<file path="src/sv/chtab_pkg.sv">
// ----------------------------------------------------------------------------
// chtab_pkg: shared types for the counting hash table
// Beat payloads, command codes and the controller/datapath interface structs.
// ----------------------------------------------------------------------------
`default_nettype none

package chtab_pkg;

  // Command codes of an input beat
  localparam logic CMD_INCR = 1'b0;
  localparam logic CMD_GET  = 1'b1;

  // Count and byte accounting limits
  localparam logic [31:0] COUNT_MAX = 32'hFFFF_FFFF;
  localparam logic [13:0] BYTE_MAX  = 14'h3FFF;
  localparam logic [3:0]  LEN_MAX   = 4'd8;
  localparam logic [3:0]  ENTRY_OVERHEAD = 4'd5;  // 4 bytes count plus terminator

  typedef struct packed {
    logic        command;
    logic [63:0] key;
    logic [3:0]  key_length;
  } in_t;

  typedef struct packed {
    logic [31:0] count;
    logic        found;
    logic        inserted;
    logic        table_full;
    logic [10:0] entry_total;
    logic [13:0] byte_total;
  } out_t;

  // Controller to datapath commands
  typedef struct packed {
    logic clr_step;    // write one empty marker into the head table
    logic load;        // capture an input beat
    logic hash_step;   // one byte of the bucket remainder
    logic head_latch;  // take the bucket head as first node
    logic walk_step;   // follow the next link
    logic upd_found;   // bump the found count unless a get, set result
    logic fin_miss;    // set the result of a miss without insert
    logic ins_entry;   // write the new entry at the free slot
    logic ins_link;    // link the new entry, bump totals, set result
  } ctl_t;

  // Datapath to controller status
  typedef struct packed {
    logic clr_last;
    logic hash_last;
    logic at_end;      // chain end or walk bound reached
    logic key_hit;
    logic get_cmd;
    logic full;
  } sts_t;

endpackage

`default_nettype wire

</file>
<file path="src/sv/chtab_ctrl.sv">
// ----------------------------------------------------------------------------
// chtab_ctrl: sequencer of the counting hash table
// Clears the head table after reset, then runs hash, chain walk and update.
// ----------------------------------------------------------------------------
`default_nettype none

module chtab_ctrl (
  input  wire logic          clk,
  input  wire logic          rst_n,
  input  wire logic          start,
  output logic               busy,
  output logic               out_valid,
  output chtab_pkg::ctl_t    ctl,
  input  wire chtab_pkg::sts_t sts
);

  import chtab_pkg::*;

  typedef enum logic [3:0] {
    S_CLEAR, S_IDLE, S_HASH, S_HEAD, S_LATCH, S_CHK, S_CMP, S_FOUND, S_INSERT, S_LINK
  } state_t;

  state_t state_r, state_nxt;
  logic   out_valid_r, out_valid_nxt;

  // next state and commands
  always_comb begin
    state_nxt     = state_r;
    out_valid_nxt = 1'b0;
    ctl           = '0;
    case (state_r)
      S_CLEAR: begin
        ctl.clr_step = 1'b1;
        if (sts.clr_last) state_nxt = S_IDLE;
      end
      S_IDLE: begin
        if (start) begin
          ctl.load  = 1'b1;
          state_nxt = S_HASH;
        end
      end
      S_HASH: begin
        ctl.hash_step = 1'b1;
        if (sts.hash_last) state_nxt = S_HEAD;
      end
      S_HEAD: state_nxt = S_LATCH;
      S_LATCH: begin
        ctl.head_latch = 1'b1;
        state_nxt      = S_CHK;
      end
      S_CHK: begin
        if (!sts.at_end) begin
          state_nxt = S_CMP;
        end else if (sts.get_cmd || sts.full) begin
          ctl.fin_miss  = 1'b1;
          out_valid_nxt = 1'b1;
          state_nxt     = S_IDLE;
        end else begin
          state_nxt = S_INSERT;
        end
      end
      S_CMP: begin
        if (sts.key_hit) begin
          state_nxt = S_FOUND;
        end else begin
          ctl.walk_step = 1'b1;
          state_nxt     = S_CHK;
        end
      end
      S_FOUND: begin
        ctl.upd_found = 1'b1;
        out_valid_nxt = 1'b1;
        state_nxt     = S_IDLE;
      end
      S_INSERT: begin
        ctl.ins_entry = 1'b1;
        state_nxt     = S_LINK;
      end
      S_LINK: begin
        ctl.ins_link  = 1'b1;
        out_valid_nxt = 1'b1;
        state_nxt     = S_IDLE;
      end
      default: state_nxt = S_IDLE;
    endcase
  end

  // hold state and result strobe
  always_ff @(posedge clk) begin
    if (!rst_n) begin
      state_r     <= S_CLEAR;
      out_valid_r <= 1'b0;
    end else begin
      state_r     <= state_nxt;
      out_valid_r <= out_valid_nxt;
    end
  end

  assign busy      = (state_r != S_IDLE);
  assign out_valid = out_valid_r;

`ifndef SYNTHESIS
  a_strobe_idle: assert property (@(posedge clk) disable iff (!rst_n)
    out_valid_r |-> state_r == S_IDLE)
    else $error("result strobe outside idle");
  a_accept_hash: assert property (@(posedge clk) disable iff (!rst_n)
    (start && !busy) |=> state_r == S_HASH)
    else $error("accepted beat did not start hashing");
  a_clear_quiet: assert property (@(posedge clk) disable iff (!rst_n)
    state_r == S_CLEAR |-> !out_valid_r)
    else $error("result during clearing pass");
  a_one_write: assert property (@(posedge clk) disable iff (!rst_n)
    $onehot0({ctl.clr_step, ctl.upd_found, ctl.ins_entry, ctl.ins_link, ctl.fin_miss}))
    else $error("conflicting datapath commands");
`endif

endmodule

`default_nettype wire

</file>
<file path="config.mk">
export PLATFORM = sky130hd
export DESIGN_NAME = chtab_ctrl
export DESIGN_NICKNAME = d
export VERILOG_FILES = /design/src/sv/chtab_pkg.sv /design/src/sv/chtab_ctrl.sv
export SDC_FILE = /design/constraint.sdc
export NUM_CORES = 1
export LEC_CHECK = 0
export BUFFER_PORTS_ARGS = -buffer_cell sky130_fd_sc_hd__buf_2
export CAP_MARGIN = 20
export CORE_AREA = 2 2 39 41
export DETAILED_ROUTE_END_ITERATION = 12
export DIE_AREA = 0 0 41 43
export PLACE_DENSITY = 0.61
export SLEW_MARGIN = 0
export SYNTH_ARGS = -nofsm -noshare
export SYNTH_HDL_FRONTEND = slang
export SYNTH_SLANG_ARGS = --single-unit
</file>
<file path="constraint.sdc">
create_clock -name clk -period 3.9 [get_ports clk]
set_clock_uncertainty 0.1 [all_clocks]
set_input_delay 0.39 -clock clk [delete_from_list [all_inputs] [get_ports clk]]
set_output_delay 0.39 -clock clk [all_outputs]
set_load 0.01 [all_outputs]
</file>
==> summary.md <==
| Metric | Value |
|---|---|
| Worst slew margin | 60.7% |
| Total of max-cap violations | 0 |
| Max incr delay on CP | 650 ps |
| Yosys warning count | 0 |
| FF+latch count, synth | 5 |
| Peak VDD IR | 0.132 mV |
| DR vias | 456 |
| Worst hold margin | 328 ps |
| CTS tree | done |
| PnR Total Power | 0.148 mW |
| DRT Pass-1 Iters | 3 |
| Number of global-route vias before repair | 381 |
| DRT iter0 DRCs | 10 |
| Width of the die | 41 um |
| Tmin final | 2130 ps |
| Initial antenna violation count | 0 |
| Status | completed |
| Gr usage total | 13.9% |
| Setup TNS | 0 ps |
| Highest-delay cell along the critical path | dfxtp_1 |
| Hold Vio Cnt, Final | 0 |
| Post-DP HPWL | 752 um |
| FF+latch area | 100 sq um |
| IO Pins | 20 |
| First-pass GRT wire length | 1630 um |
| Setup Fix Bufs, Post-CTS | 0 |
| Worst path arrival time | 1640 ps |
| Post-Synthesis Cells | 51 |
| Max Slew Vio Count | 0 |
| WP buf/inv | 1 |
| Part of the Yosys area used for sequential elements | 23.2% |
| Worst-Skew Late Latency | 240 ps |
| Fin util | 39.3% |
| Pwr per Cell Area | 272 nW/um^2 |
| Netlist Area Pre-Place | 432 sq um |
| Antenna Nets Post-Route | 0 |
| Layout Cells excl Fill | 86 |
| CP endpoint kind | primary output |
| CP Launch Type | flip-flop |
| Area of the multi-input gates | 303 sq um |
| RSZ-0062 raised after global routing | false |
| Cts hold-fix bufs | 0 |
| Clock-pin slew on the worst setup and hold paths | 40 ps |
| Die span in y | 43 um |
| Final period util | 54.5% |
| Net Count, Synth | 60 |
| Setup CP Type | reg2out |
| Mean Syn Cell Area | 8.46 sq um |
| Share of cells above drive strength 1 | 38.6% |
| Hold crit path type | in2reg |
| Tightest Pin Transition | 588 ps |
| Starting Density | 31.2% |
| Fmax | 0.470 GHz |
| Finished layout cell area | 544 sq um |
| # port buffers | 19 |
| Gr ovfl total | 0 |
| Max Root-Sink Buffers | 2 |
| CTS H-tree lvls | 1 |
| Largest net degree at the start of global routing | 17 |
| Area growth, synth to finish | 26.1% |
| CP Cell Sequence | and2b_1 > nand4b_1 > nor2_2 > buf_2 |
| ANT cells | 0 |
| PostCTS Resize Cnt | 0 |
| Worst path top cell family by delay | flip-flops |
| Core area | 1380 sq um |
| Routability cong. | 0.677 |
| CTS Sinks | 5 |
| Worst EP required | 3410 ps |
| Placed cell count | 82 |
| Setup Viol. Count Final | 0 |
| Setup ws final | 1770 ps |
| Netlist cell types | 29 |
| Pre-CTS setup slack | 2040 ps |
| Fin nets | 80 |
| Filler Cell Count | 148 |
| Die ar. | 1760 sq um |
| Final WL | 1040 um |
| P_leak | 0.240 nW |
| CTS root buf | clkbuf_4 |
| Dpl cell area | 518 sq um |
| CTS buffer count | 3 |
| Routed len/inst | 12.1 um |
| Worst-path fanout max | 15 |
| Post-route DRC | 0 |
| Vias per inst | 5.30 |
| FP Rows | 14 |
==> cell usage in the layout (no fill, tap or decap) <==
cell type and count:
o31ai_1 1, nor2b_1 1, and2_0 1, nor2_1 5, a21oi_1 2, a22o_1 1, and3_1 3, nor4_1 2
a211oi_2 2, dfxtp_1 5, o21ai_0 1, o21a_1 3, nand3b_1 3, nor3_1 1, a211oi_1 1, nor4b_1 1
o311a_1 1, clkbuf_4 3, mux2i_1 1, buf_2 19, nand2_1 4, and2b_1 1, nand4b_1 1, nor2_2 1
xor2_1 1, nor4b_4 1, clkbuf_1 1, nand2b_1 2, nor4b_2 1
==> synth_stat cells (all sizes together) <==
| library cell | n | share of area [%] |
|---|---|---|
| and2 | 1 | 1.5 |
| nand2 | 4 | 3.5 |
| o21ai | 1 | 1.2 |
| o21a | 3 | 5.2 |
| nand3b | 3 | 5.2 |
| nor2 | 6 | 5.8 |
| and2b | 1 | 1.7 |
| a21oi | 2 | 2.3 |
| a22o | 1 | 2.0 |
| nor3 | 1 | 1.2 |
| o311a | 1 | 2.3 |
| buf | 4 | 6.7 |
| mux2i | 1 | 2.3 |
| a211oi | 3 | 7.5 |
| nor4 | 2 | 2.9 |
| nand4b | 1 | 2.0 |
| o31ai | 1 | 1.7 |
| and3 | 3 | 4.3 |
| nor4b | 3 | 11 |
| xor2 | 1 | 2.0 |
| dfxtp | 5 | 23 |
| nand2b | 2 | 2.9 |
| nor2b | 1 | 1.5 |
==> routing by layer <==
| metal | GRT usage, % | up-vias | share of wire (%) |
|---|---|---|---|
| met4 | 12.0 | 0 | 0.87 |
| li1 | - | 228 | - |
| met1 | 19.7 | 211 | 47 |
| met5 | 0 | - | 0 |
| met2 | 17.2 | 15 | 45 |
| met3 | 2.09 | 2 | 6.6 |
==> state kept, by name (all words and copies together) (netlist names) <==
signal     flops
state_r        4
out_valid      1
==> worst register-to-register path, cell delays in order (launching register included) <==
cell	delay, ps
dfxtp_1	650
a211oi_2	150
a211oi_2	210
a211oi_1	90
o311a_1	370
==> final timing paths <==
path | start | to | slack (ps) | cells after the start
max | state_r[0] | ctl[2] | 1770 | 4
min | sts[4] | state_r[1] | 330 | 3
min reg2reg | state_r[2] | state_r[2] | 600 | 2
max reg2reg | state_r[0] | state_r[0] | 2230 | 4
==> logic make-up after synthesis <==
kind of cell	Yosys count	synth area share (%)
AO/OA/AOI/OAI	12	22.3
XOR/XNOR	1	2.03
buffers and inverters	4	6.67
flip-flops	5	23.2
multiplexers	1	2.32
AND/OR/NAND/NOR	28	43.5
==> area by class of cell <==
cell class	instances	share of cell area, %
clock buffer	4	4.83
multi-input combinational	42	55.6
sequential	5	18.4
tap	16	3.68
timing repair buffer	19	17.5
==> power by group <==
| group | leakage, nW | internal, mW | switching (mW) |
|---|---|---|---|
| logic | 0.185 | 0.0141 | 0.0134 |
| clock network | 0.0150 | 0.0387 | 0.0217 |
| registers | 0.0406 | 0.0529 | 0.00700 |
Note: power is estimated with default switching activity, not from simulation.
